$ cat src/hw/rtl/cplr_pkg.sv
// Shared types and constants for the closed polygon line rasterizer.
`default_nettype none

package cplr_pkg;

  // Coordinate and Bresenham error widths
  localparam int COORD_W = 5;
  localparam int ERR_W   = 7;

  typedef logic [COORD_W-1:0] coord_t;
  typedef logic signed [ERR_W-1:0] err_t;

  // One line segment for the walker: start, end, and whether its final
  // pixel closes out the vertex that caused it
  typedef struct packed {
    coord_t x0;
    coord_t y0;
    coord_t x1;
    coord_t y1;
    logic   tag_last;
  } seg_t;

  // Segment queue status seen by the front end
  typedef struct packed {
    logic full;
    logic room2;
  } q_stat_t;

endpackage

`default_nettype wire

$ cat src/hw/rtl/cplr_fifo.sv
// Short segment queue between the vertex front end and the line walker.
`default_nettype none

module cplr_fifo
  import cplr_pkg::*;
(
  input  wire logic    clk,
  input  wire logic    rst_n,
  input  wire logic    push,
  input  wire seg_t    push_data,
  input  wire logic    pop,
  output seg_t         head,
  output logic         not_empty,
  output q_stat_t      stat
);

  localparam int DEPTH = 4;
  localparam int PTR_W = $clog2(DEPTH);

  seg_t               mem [DEPTH];
  logic [PTR_W-1:0]   wr_ptr_r, rd_ptr_r;
  logic [PTR_W:0]     count_r, count_nxt;

  // Store a word on push
  always_ff @(posedge clk) begin
    if (push) begin
      mem[wr_ptr_r] <= push_data;
    end
  end

  // Advance pointers and occupancy
  always_comb begin
    count_nxt = count_r;
    if (push && !pop) begin
      count_nxt = count_r + 1'b1;
    end else if (pop && !push) begin
      count_nxt = count_r - 1'b1;
    end
  end

  always_ff @(posedge clk) begin
    if (!rst_n) begin
      wr_ptr_r <= '0;
      rd_ptr_r <= '0;
      count_r  <= '0;
    end else begin
      if (push) wr_ptr_r <= wr_ptr_r + 1'b1;
      if (pop)  rd_ptr_r <= rd_ptr_r + 1'b1;
      count_r <= count_nxt;
    end
  end

  assign head       = mem[rd_ptr_r];
  assign not_empty  = (count_r != '0);
  assign stat.full  = (count_r == (PTR_W+1)'(DEPTH));
  assign stat.room2 = (count_r <= (PTR_W+1)'(DEPTH - 2));

endmodule

`default_nettype wire

$ cat src/hw/rtl/cplr_front.sv
// Vertex front end: clamps vertices, tracks the polygon, queues segments.
`default_nettype none

module cplr_front
  import cplr_pkg::*;
#(
  parameter int GRID_SIZE = 32
) (
  input  wire logic    clk,
  input  wire logic    rst_n,
  input  wire logic    in_valid,
  output logic         in_ready,
  input  wire coord_t  in_vertex_x,
  input  wire coord_t  in_vertex_y,
  input  wire logic    in_last_vertex,
  input  wire q_stat_t q_stat,
  output logic         push,
  output seg_t         push_data
);

  // Largest coordinate that the grid holds
  localparam int     GRID_CAP = (GRID_SIZE > (1 << COORD_W)) ? (1 << COORD_W) : GRID_SIZE;
  localparam coord_t CMAX     = COORD_W'(GRID_CAP - 1);

  coord_t first_x_r, first_y_r, prev_x_r, prev_y_r;
  logic   have_prev_r;
  logic   pend_r;
  seg_t   pend_seg_r;
  coord_t vx, vy;
  logic   accept;
  seg_t   seg_new;

  // Saturate coordinates beyond the grid
  assign vx = (in_vertex_x > CMAX) ? CMAX : in_vertex_x;
  assign vy = (in_vertex_y > CMAX) ? CMAX : in_vertex_y;

  assign in_ready = !pend_r && q_stat.room2;
  assign accept   = in_valid && in_ready;

  // Segment caused directly by the incoming vertex
  always_comb begin
    if (have_prev_r) begin
      seg_new.x0       = prev_x_r;
      seg_new.y0       = prev_y_r;
      seg_new.tag_last = !in_last_vertex;
    end else begin
      seg_new.x0       = vx;
      seg_new.y0       = vy;
      seg_new.tag_last = 1'b1;
    end
    seg_new.x1 = vx;
    seg_new.y1 = vy;
  end

  // Push the new segment on accept, or the held closing segment later
  always_comb begin
    push      = 1'b0;
    push_data = pend_seg_r;
    if (pend_r) begin
      push = !q_stat.full;
    end else if (accept && (have_prev_r || in_last_vertex)) begin
      push      = 1'b1;
      push_data = seg_new;
    end
  end

  // Track polygon state
  always_ff @(posedge clk) begin
    if (!rst_n) begin
      have_prev_r <= 1'b0;
      pend_r      <= 1'b0;
    end else begin
      if (pend_r && !q_stat.full) begin
        pend_r <= 1'b0;
      end
      if (accept) begin
        if (!have_prev_r) begin
          have_prev_r <= !in_last_vertex;
        end else if (in_last_vertex) begin
          have_prev_r <= 1'b0;
          pend_r      <= 1'b1;
        end
      end
    end
  end

  // Hold vertex coordinates and the closing segment
  always_ff @(posedge clk) begin
    if (accept) begin
      if (!have_prev_r) begin
        first_x_r <= vx;
        first_y_r <= vy;
      end
      prev_x_r <= vx;
      prev_y_r <= vy;
      pend_seg_r.x0       <= vx;
      pend_seg_r.y0       <= vy;
      pend_seg_r.x1       <= first_x_r;
      pend_seg_r.y1       <= first_y_r;
      pend_seg_r.tag_last <= 1'b1;
    end
  end

endmodule

`default_nettype wire

$ cat src/hw/rtl/cplr_back.sv
// Line walker: steps Bresenham's algorithm one pixel per cycle while the output is not stalled.
`default_nettype none

module cplr_back
  import cplr_pkg::*;
(
  input  wire logic   clk,
  input  wire logic   rst_n,
  input  wire seg_t   q_head,
  input  wire logic   q_not_empty,
  output logic        q_pop,
  output logic        out_valid,
  input  wire logic   out_ready,
  output coord_t      out_pixel_x,
  output coord_t      out_pixel_y,
  output logic        out_last_pixel
);

  typedef enum logic [1:0] {
    B_IDLE = 2'b01,
    B_WALK = 2'b10
  } bstate_t;

  localparam int W8 = ERR_W + 1;

  bstate_t state_r, state_nxt;
  coord_t  walk_x_r, walk_y_r, end_x_r, end_y_r, span_x_r, span_y_r;
  coord_t  span_x_ld, span_y_ld;
  logic [1:0] step_dirs_r;
  logic    tag_r;
  err_t    err_r, err_ld, err_nxt;
  logic    out_valid_r;
  coord_t  out_x_r, out_y_r;
  logic    out_last_r;
  logic    slot_free, emit, at_end, xstep, ystep;
  logic signed [W8-1:0] e8, dx8, dy8, sum8;

  assign slot_free = !out_valid_r || out_ready;
  assign emit      = (state_r == B_WALK) && slot_free;
  assign at_end    = (walk_x_r == end_x_r) && (walk_y_r == end_y_r);
  assign q_pop     = (state_r == B_IDLE) && q_not_empty;

  // Set up spans and initial error for the head segment
  always_comb begin
    span_x_ld = (q_head.x1 > q_head.x0) ? q_head.x1 - q_head.x0 : q_head.x0 - q_head.x1;
    span_y_ld = (q_head.y1 > q_head.y0) ? q_head.y1 - q_head.y0 : q_head.y0 - q_head.y1;
    if (span_x_ld > span_y_ld) begin
      err_ld = ERR_W'({1'b0, span_x_ld >> 1});
    end else begin
      err_ld = -ERR_W'({1'b0, span_y_ld >> 1});
    end
  end

  // One Bresenham step
  always_comb begin
    e8    = W8'(err_r);
    dx8   = W8'({1'b0, span_x_r});
    dy8   = W8'({1'b0, span_y_r});
    xstep = e8 > -dx8;
    ystep = e8 < dy8;
    sum8  = e8 - (xstep ? dy8 : '0) + (ystep ? dx8 : '0);
    err_nxt = sum8[ERR_W-1:0];
  end

  always_comb begin
    state_nxt = state_r;
    unique case (state_r)
      B_IDLE:  if (q_not_empty) state_nxt = B_WALK;
      B_WALK:  if (emit && at_end) state_nxt = B_IDLE;
      default: state_nxt = B_IDLE;
    endcase
  end

  // Control registers
  always_ff @(posedge clk) begin
    if (!rst_n) begin
      state_r     <= B_IDLE;
      out_valid_r <= 1'b0;
    end else begin
      state_r <= state_nxt;
      if (emit) begin
        out_valid_r <= 1'b1;
      end else if (out_ready) begin
        out_valid_r <= 1'b0;
      end
    end
  end

  // Load a segment, then advance the walk as pixels go out
  always_ff @(posedge clk) begin
    if (q_pop) begin
      walk_x_r    <= q_head.x0;
      walk_y_r    <= q_head.y0;
      end_x_r     <= q_head.x1;
      end_y_r     <= q_head.y1;
      span_x_r    <= span_x_ld;
      span_y_r    <= span_y_ld;
      step_dirs_r <= {q_head.y0 >= q_head.y1, q_head.x0 >= q_head.x1};
      tag_r       <= q_head.tag_last;
      err_r       <= err_ld;
    end else if (emit && !at_end) begin
      err_r <= err_nxt;
      if (xstep) walk_x_r <= step_dirs_r[0] ? walk_x_r - 1'b1 : walk_x_r + 1'b1;
      if (ystep) walk_y_r <= step_dirs_r[1] ? walk_y_r - 1'b1 : walk_y_r + 1'b1;
    end
  end

  // Output word register
  always_ff @(posedge clk) begin
    if (emit) begin
      out_x_r    <= walk_x_r;
      out_y_r    <= walk_y_r;
      out_last_r <= at_end && tag_r;
    end
  end

  assign out_valid      = out_valid_r;
  assign out_pixel_x    = out_x_r;
  assign out_pixel_y    = out_y_r;
  assign out_last_pixel = out_last_r;

endmodule

`default_nettype wire

$ cat src/hw/rtl/closed_polygon_line_rasterizer_core.sv
// Closed polygon outline rasterizer top level: front end, queue, walker.
// First pixel path: segment queue, walker segment registers, output word register.
// Throughput: one pixel per cycle while walking and out_ready holds, plus a setup step
// in the walker's idle state to load each segment from the queue.
// A four-entry segment queue lets the front end take vertices while the walker is busy.
// Reset (rst_n low, synchronous) empties the queue and starts a new polygon.
`default_nettype none

module closed_polygon_line_rasterizer_core
  import cplr_pkg::*;
#(
  parameter int GRID_SIZE = 32
) (
  input  wire logic   clk,
  input  wire logic   rst_n,
  input  wire logic   in_valid,
  output logic        in_ready,
  input  wire coord_t in_vertex_x,
  input  wire coord_t in_vertex_y,
  input  wire logic   in_last_vertex,
  output logic        out_valid,
  input  wire logic   out_ready,
  output coord_t      out_pixel_x,
  output coord_t      out_pixel_y,
  output logic        out_last_pixel
);

  q_stat_t q_stat;
  logic    push, pop, q_not_empty;
  seg_t    push_data, q_head;

  cplr_front #(
    .GRID_SIZE(GRID_SIZE)
  ) u_front (
    .clk            (clk),
    .rst_n          (rst_n),
    .in_valid       (in_valid),
    .in_ready       (in_ready),
    .in_vertex_x    (in_vertex_x),
    .in_vertex_y    (in_vertex_y),
    .in_last_vertex (in_last_vertex),
    .q_stat         (q_stat),
    .push           (push),
    .push_data      (push_data)
  );

  cplr_fifo u_fifo (
    .clk       (clk),
    .rst_n     (rst_n),
    .push      (push),
    .push_data (push_data),
    .pop       (pop),
    .head      (q_head),
    .not_empty (q_not_empty),
    .stat      (q_stat)
  );

  cplr_back u_back (
    .clk            (clk),
    .rst_n          (rst_n),
    .q_head         (q_head),
    .q_not_empty    (q_not_empty),
    .q_pop          (pop),
    .out_valid      (out_valid),
    .out_ready      (out_ready),
    .out_pixel_x    (out_pixel_x),
    .out_pixel_y    (out_pixel_y),
    .out_last_pixel (out_last_pixel)
  );

endmodule

`default_nettype wire

$ cat config.mk
export PLATFORM = sky130hd
export DESIGN_NAME = closed_polygon_line_rasterizer_core
export DESIGN_NICKNAME = d
export VERILOG_FILES = /design/src/hw/rtl/cplr_pkg.sv /design/src/hw/rtl/cplr_fifo.sv /design/src/hw/rtl/cplr_front.sv /design/src/hw/rtl/cplr_back.sv /design/src/hw/rtl/closed_polygon_line_rasterizer_core.sv
export SDC_FILE = /design/constraint.sdc
export NUM_CORES = 1
export LEC_CHECK = 0
export ABC_CLOCK_PERIOD_IN_PS = 6000
export BUFFER_PORTS_ARGS = -buffer_cell sky130_fd_sc_hd__clkbuf_2
export CAP_MARGIN = 15
export CORE_ASPECT_RATIO = 1.75
export CORE_MARGIN = 1.5
export CORE_UTILIZATION = 30
export CTS_BUF_LIST = sky130_fd_sc_hd__clkbuf_4 sky130_fd_sc_hd__clkbuf_8
export DETAILED_ROUTE_END_ITERATION = 10
export GPL_ROUTABILITY_DRIVEN = 0
export HOLD_SLACK_MARGIN = 0.15
export PLACE_DENSITY = 0.47
export SKIP_LAST_GASP = 1
export SLEW_MARGIN = 10
export SYNTH_ARGS = -nofsm -noshare
export SYNTH_HDL_FRONTEND = slang
export SYNTH_SLANG_ARGS = --single-unit
$ cat constraint.sdc
create_clock -name clk -period 6 [get_ports clk]
set_input_delay 0.3 -clock clk [delete_from_list [all_inputs] [get_ports clk]]
set_output_delay 0.3 -clock clk [all_outputs]
set_load 0.02 [all_outputs]
Word level (Yosys, flattened, before mapping)
Memory sizes are Yosys's and may differ from the RTL's. A register that Yosys moved wholly into a read port is not among the register bits.
Index checks and enable logic that the tools add are counted.

word-level totals
  register bits = 93
  bits in latches = 0
  memory bits (writable) = 84
  ROM bits = 0
  bits of input ports = 15
  output and inout bits = 13
  word-level logic and storage cells = 131
  memories kept = 1

memories
  memory      words  width  read ports  clocked after memory_dff  wr ports  line             text
  u_fifo.mem  4      21     1           1                         1         cplr_fifo.sv:20  seg_t mem [DEPTH];

cells by class
  $add $sub $neg = 16
  multiply operators = 0
  divide/modulo/power cells = 0
  order comparisons = 10
  eq/ne operators = 7
  shift operators = 0
  mux-type cells = 40
  bitwise operators = 1
  reduce and logical (&&, ||, !) cells = 31

operator list
  cell                                                                count
  5-bit 2-to-1 mux                                                    14
  21-bit 2-to-1 mux                                                   2
  7-bit 2-to-1 mux                                                    3
  5-bit subtractor                                                    4
  5-bit greater-than comparator                                       3
  1-bit 2-to-1 mux                                                    13
  1-bit logical AND                                                   12
  5-bit by 1-bit adder with 5-bit output, second input constant       2
  5-bit equality test                                                 2
  5-bit >= comparator                                                 2
  5-bit greater-than comparator, second input constant                2
  10-bit 2-to-1 mux                                                   1
  2-bit nonzero test                                                  5
  5-bit by 1-bit subtractor with 5-bit output, second input constant  2
  7-bit by 8-bit greater-than comparator with 1-bit output            1
  2-bit 2-to-1 mux                                                    4
  5-bit negator with 8-bit output                                     1
  2-bit AND reduction                                                 4
  7-bit adder                                                         1
  1-bit logical NOT                                                   7
  7-bit by 6-bit less-than comparator with 1-bit output               1
  4-bit negator with 7-bit output                                     1
  7-bit by 5-bit subtractor with 7-bit output                         1
  3-bit 2-to-1 mux                                                    2
  13 further kinds                                                    15

Logic depth before layout (Yosys ltp)
  depth in word-level cells = 10
  depth in mapped cells = 22
  mapped depth without buffers = 22

By module
Synthesis repeated with hierarchy kept, for this count alone.

second synthesis, totals
  cells, all modules = 634
  area total of the unflattened synthesis = 8949.8 µm²

by module, submodules not included
  module      instances  cells an instance  area each (µm²)  seq. area each (µm²)
  cplr_back   1          404                4110.2           1591.5
  cplr_fifo   1          153                3483.3           2702.6
  cplr_front  1          77                 1356.3           940.9

Worst setup path after synthesis
Ideal clock, no wire load.

  kind = reg-to-reg
  from = register (tool-made name)
  to = register u_back.err_r[3] (data pin)
  setup time = 0.136 ns
  arrival = 4.327 ns
  data required time = 5.864 ns
  slack = 1.538 ns
  cell stages (with the launch flop) = 19
  buffers on the path = 1
  clock period less this slack = 4.462 ns
  cell sequence = dfxtp_1 -> buf_1 -> mux4_2 -> inv_1 -> ha_1 -> inv_1 -> fa_1 -> or2_2 -> o32a_1 -> o21ai_0 -> xnor2_1 -> inv_1 -> ha_1 -> o21a_1 -> o21ai_0 -> a21oi_1 -> nor2_1 -> or4b_1 -> nand3_1

RTL lines
  what                  line              text
  end signal, assigned  cplr_back.sv:100  err_r <= err_ld;
  end signal, assigned  cplr_back.sv:102  err_r <= err_nxt;
  end, declared         cplr_back.sv:31   err_t err_r, err_ld, err_nxt;

==> results.json <==
{
  "yosys.area_share.simple_pct": 6.20,
  "wirelength_um": 17600,
  "clkSinkCount": 179,
  "fill_cells": 2802,
  "die_w_um": 133,
  "fin_nets": 771,
  "slowest_stage": "dfxtp_1",
  "grt_pass1_vias": 5401,
  "drc": 0,
  "rows": 83,
  "synth_ff_type": "edfxtp_1",
  "antennaDiodeCount": 0,
  "clock_latency_ns": 0.47,
  "syn-cell-area_um2": 8860,
  "slew_viol_final": 0,
  "clock_path_buffers": 2,
  "grt_antenna_before_repair": 0,
  "avgSynthCellArea_um2": 13.9,
  "max_clock_freq_ghz": 0.207,
  "worst-setup-path-type": "flip-flop to flip-flop",
  "met2_usage_pct": 24.3,
  "ys_ff_latch": 179,
  "portBuffers": 27,
  "syn_to_final_growth_pct": 13.0,
  "cp_max_fo": 16,
  "worstSetupEndpointType": "flip-flop",
  "coreArea_um2": 29200,
  "ys_warn_count": 0,
  "syn-num-nets": 722,
  "synth_cell_types": 52,
  "finalSetupViolations": 0,
  "vias": 4955,
  "wl_per_cell_um": 16.3,
  "cp.arrival_ns": 5.16,
  "grt.total_usage_pct": 12.3,
  "clk_pin_slew_worst_paths_ns": 0.09,
  "grt_pass1_wl_um": 28600,
  "synth_compound_area_share_pct": 6.98,
  "layout_common_cells": "165 x edfxtp_1, 74 x inv_1, 58 x ha_1, 32 x a21oi_1, 28 x nor2_1",
  "post_cts_buffers": 0,
  "final_common_cell": "edfxtp_1",
  "synth_edf_count": 165,
  "worstPathCellList": "mux4_2 -> ha_1 -> a21oi_1 -> inv_1 -> o22ai_1 -> mux2i_1 -> ha_1 -> nor2b_1 -> o21a_1 -> o21ai_0 -> a21oi_1 -> nor2_1 -> or4b_1 -> nand3_1",
  "top_usage_layer": "met2",
  "holdCritPathClass": "primary input to flip-flop",
  "min_period_ns": 4.83,
  "place_ws_ns": 1.10,
  "dpl_cell_area_um2": 9510,
  "stdcell_area_um2": 10000,
  "rsz0062_at_grt": "no",
  "hold_viol_final": 0,
  "grt_max_degree": 40,
  "drive_above_1_share_pct": 17.5,
  "cts_tree": "built",
  "timing.slew.headroom_pct": 25.2,
  "finalSetupTns_ns": 0,
  "h-tree-depth": 4,
  "first_iter_violations": 130,
  "grt_util_met1_pct": 11.7,
  "grt_use_met3_pct": 2.59,
  "start_util_pct": 30.4,
  "yosys.area_share.xor_xnor_pct": 3.66,
  "yosysSeqAreaShare_pct": 59.1,
  "die_y_um": 230,
  "die_area_um2": 30600,
  "cts_hold_buffers": 12,
  "synthAdderAreaFrac_pct": 10.9,
  "clock_skew_ns": 0.00963,
  "critPathLaunchType": "flip-flop",
  "cts-root-buf": "clkbuf_8",
  "worst_slack_ns": 1.17,
  "drv_cap": 0,
  "synth_top_family_by_area": "adder cells",
  "dr.pass1.iters": 5,
  "hpwl_um": 13200,
  "routed_via_density": 4.59,
  "slowest_delay_ns": 0.85,
  "cts_buffers": 17,
  "status": "complete, no violations",
  "multi_input_comb_area_um2": 3280,
  "grt.overflow.total": 0,
  "layout.area.seq_um2": 5240,
  "cp.required_ns": 6.33,
  "syn_inst": 637,
  "finalCritPeriodShare_pct": 80.4,
  "drtAntennaViolNets": 0,
  "ctsResizeCount": 0,
  "tightest_slew_ns": 1.12,
  "synth_mux_area_share_pct": 9.02,
  "io_pins": 28,
  "async_reset_ff_share_pct": 0
}
## routing by layer
metal | vias up | part of all wire, %
met4 | 0 | 3.5
met2 | 68 | 58
met5 | - | 0
met1 | 2461 | 37
met3 | 30 | 2.1
li1 | 2396 | -
## logic make-up after synthesis
kind of cell	count (synthesis)
flip-flops	179
AND/OR/NAND/NOR	105
adder cells (fa/ha/maj)	70
AO/OA/AOI/OAI	97
buffers and inverters	98
multiplexers	51
XOR/XNOR	37
## worst paths after layout
path	slack (ns)	endpoint	depth (start not counted)	start
worst max-delay path	1.17	u_back.err_r[3]	14	flip-flop
worst min register to register	0.43	u_front.pend_seg_r[2]	0	u_front.first_y_r[1]
worst min-delay path	0.21	u_front.have_prev_r	2	rst_n
worst max register to register	1.17	u_back.err_r[3]	14	flip-flop
## area by class of cell
type                    count  area share (%)
flip-flops and latches    179            52.3
clock buffers              18            2.41
clock inverters            13            1.31
inverters                  76            2.85
repair buffers             52            3.60
multi-input cells         360            32.8
well taps                 382            4.77
## sequential cells by signal (all words and copies together), names as in the netlist, 2 cells and up, named ones only
signal / count
u_front.prev_x_r: 5
u_fifo.wr_ptr_r: 2
u_back.out_pixel_x: 5
u_back.walk_x_r: 5
u_back.out_pixel_y: 5
u_front.pend_seg_r: 10
u_back.state_r: 2
u_fifo.mem: 84
u_front.prev_y_r: 5
u_back.walk_y_r: 5
u_fifo.count_r: 3
u_front.first_x_r: 5
u_back.end_y_r: 5
u_back.err_r: 7
u_front.first_y_r: 5
u_back.end_x_r: 5
u_back.span_x_r: 5
u_back.step_dirs_r: 2
u_fifo.rd_ptr_r: 2
u_back.span_y_r: 5
## through the flow
step,hold WS [ns],std cells,utilization [%]
3_3_place_gp,0.402,1036,32.6
4_1_cts,0.184,1079,34.3
2_1_floorplan,0.400,637,-
3_5_place_dp,0.405,1036,32.6
5_1_grt,0.203,1080,34.3
6_report,0.211,1080,34.3
## critical path, delay by kind of cell (launching register included)
kind            cells  cell delay (ns)
compound gates      5             1.09
mux                 2             1.01
simple gates        4             0.90
flops               1             0.85
fa+ha+maj           2             0.73
buf+inv             1             0.10
## cells in the mapped netlist, types with 2 or more instances
cell	instances	share of area, %
o211ai_1	3	0.25
nand2_1	16	0.68
o21ai_0	17	0.96
or2_2	3	0.21
inv_2	2	0.085
mux2i_1	9	1.0
nor4b_1	3	0.30
fa_1	12	2.7
nand4_1	5	0.35
or3_1	2	0.14
clkbuf_1	19	0.80
and3_1	2	0.14
nand3_1	8	0.45
a21o_1	17	1.4
and2_1	14	0.99
a21boi_0	4	0.34
mux4_2	21	5.3
nand2b_1	5	0.35
xnor2_1	23	2.3
edfxtp_1	165	56
inv_1	74	3.1
o22a_1	2	0.20
buf_1	2	0.085
nor2_1	28	1.2
dfxtp_1	14	3.2
o21a_1	4	0.34
nor2b_1	13	0.92
a21oi_1	32	1.8
xor2_1	14	1.4
o22ai_1	3	0.21
a31oi_1	2	0.14
mux2_2	21	2.7
ha_1	58	8.2
o31ai_1	2	0.17
Power is not shown: default switching activity piles up to over one toggle a cycle in this logic, so the estimate is an artifact.
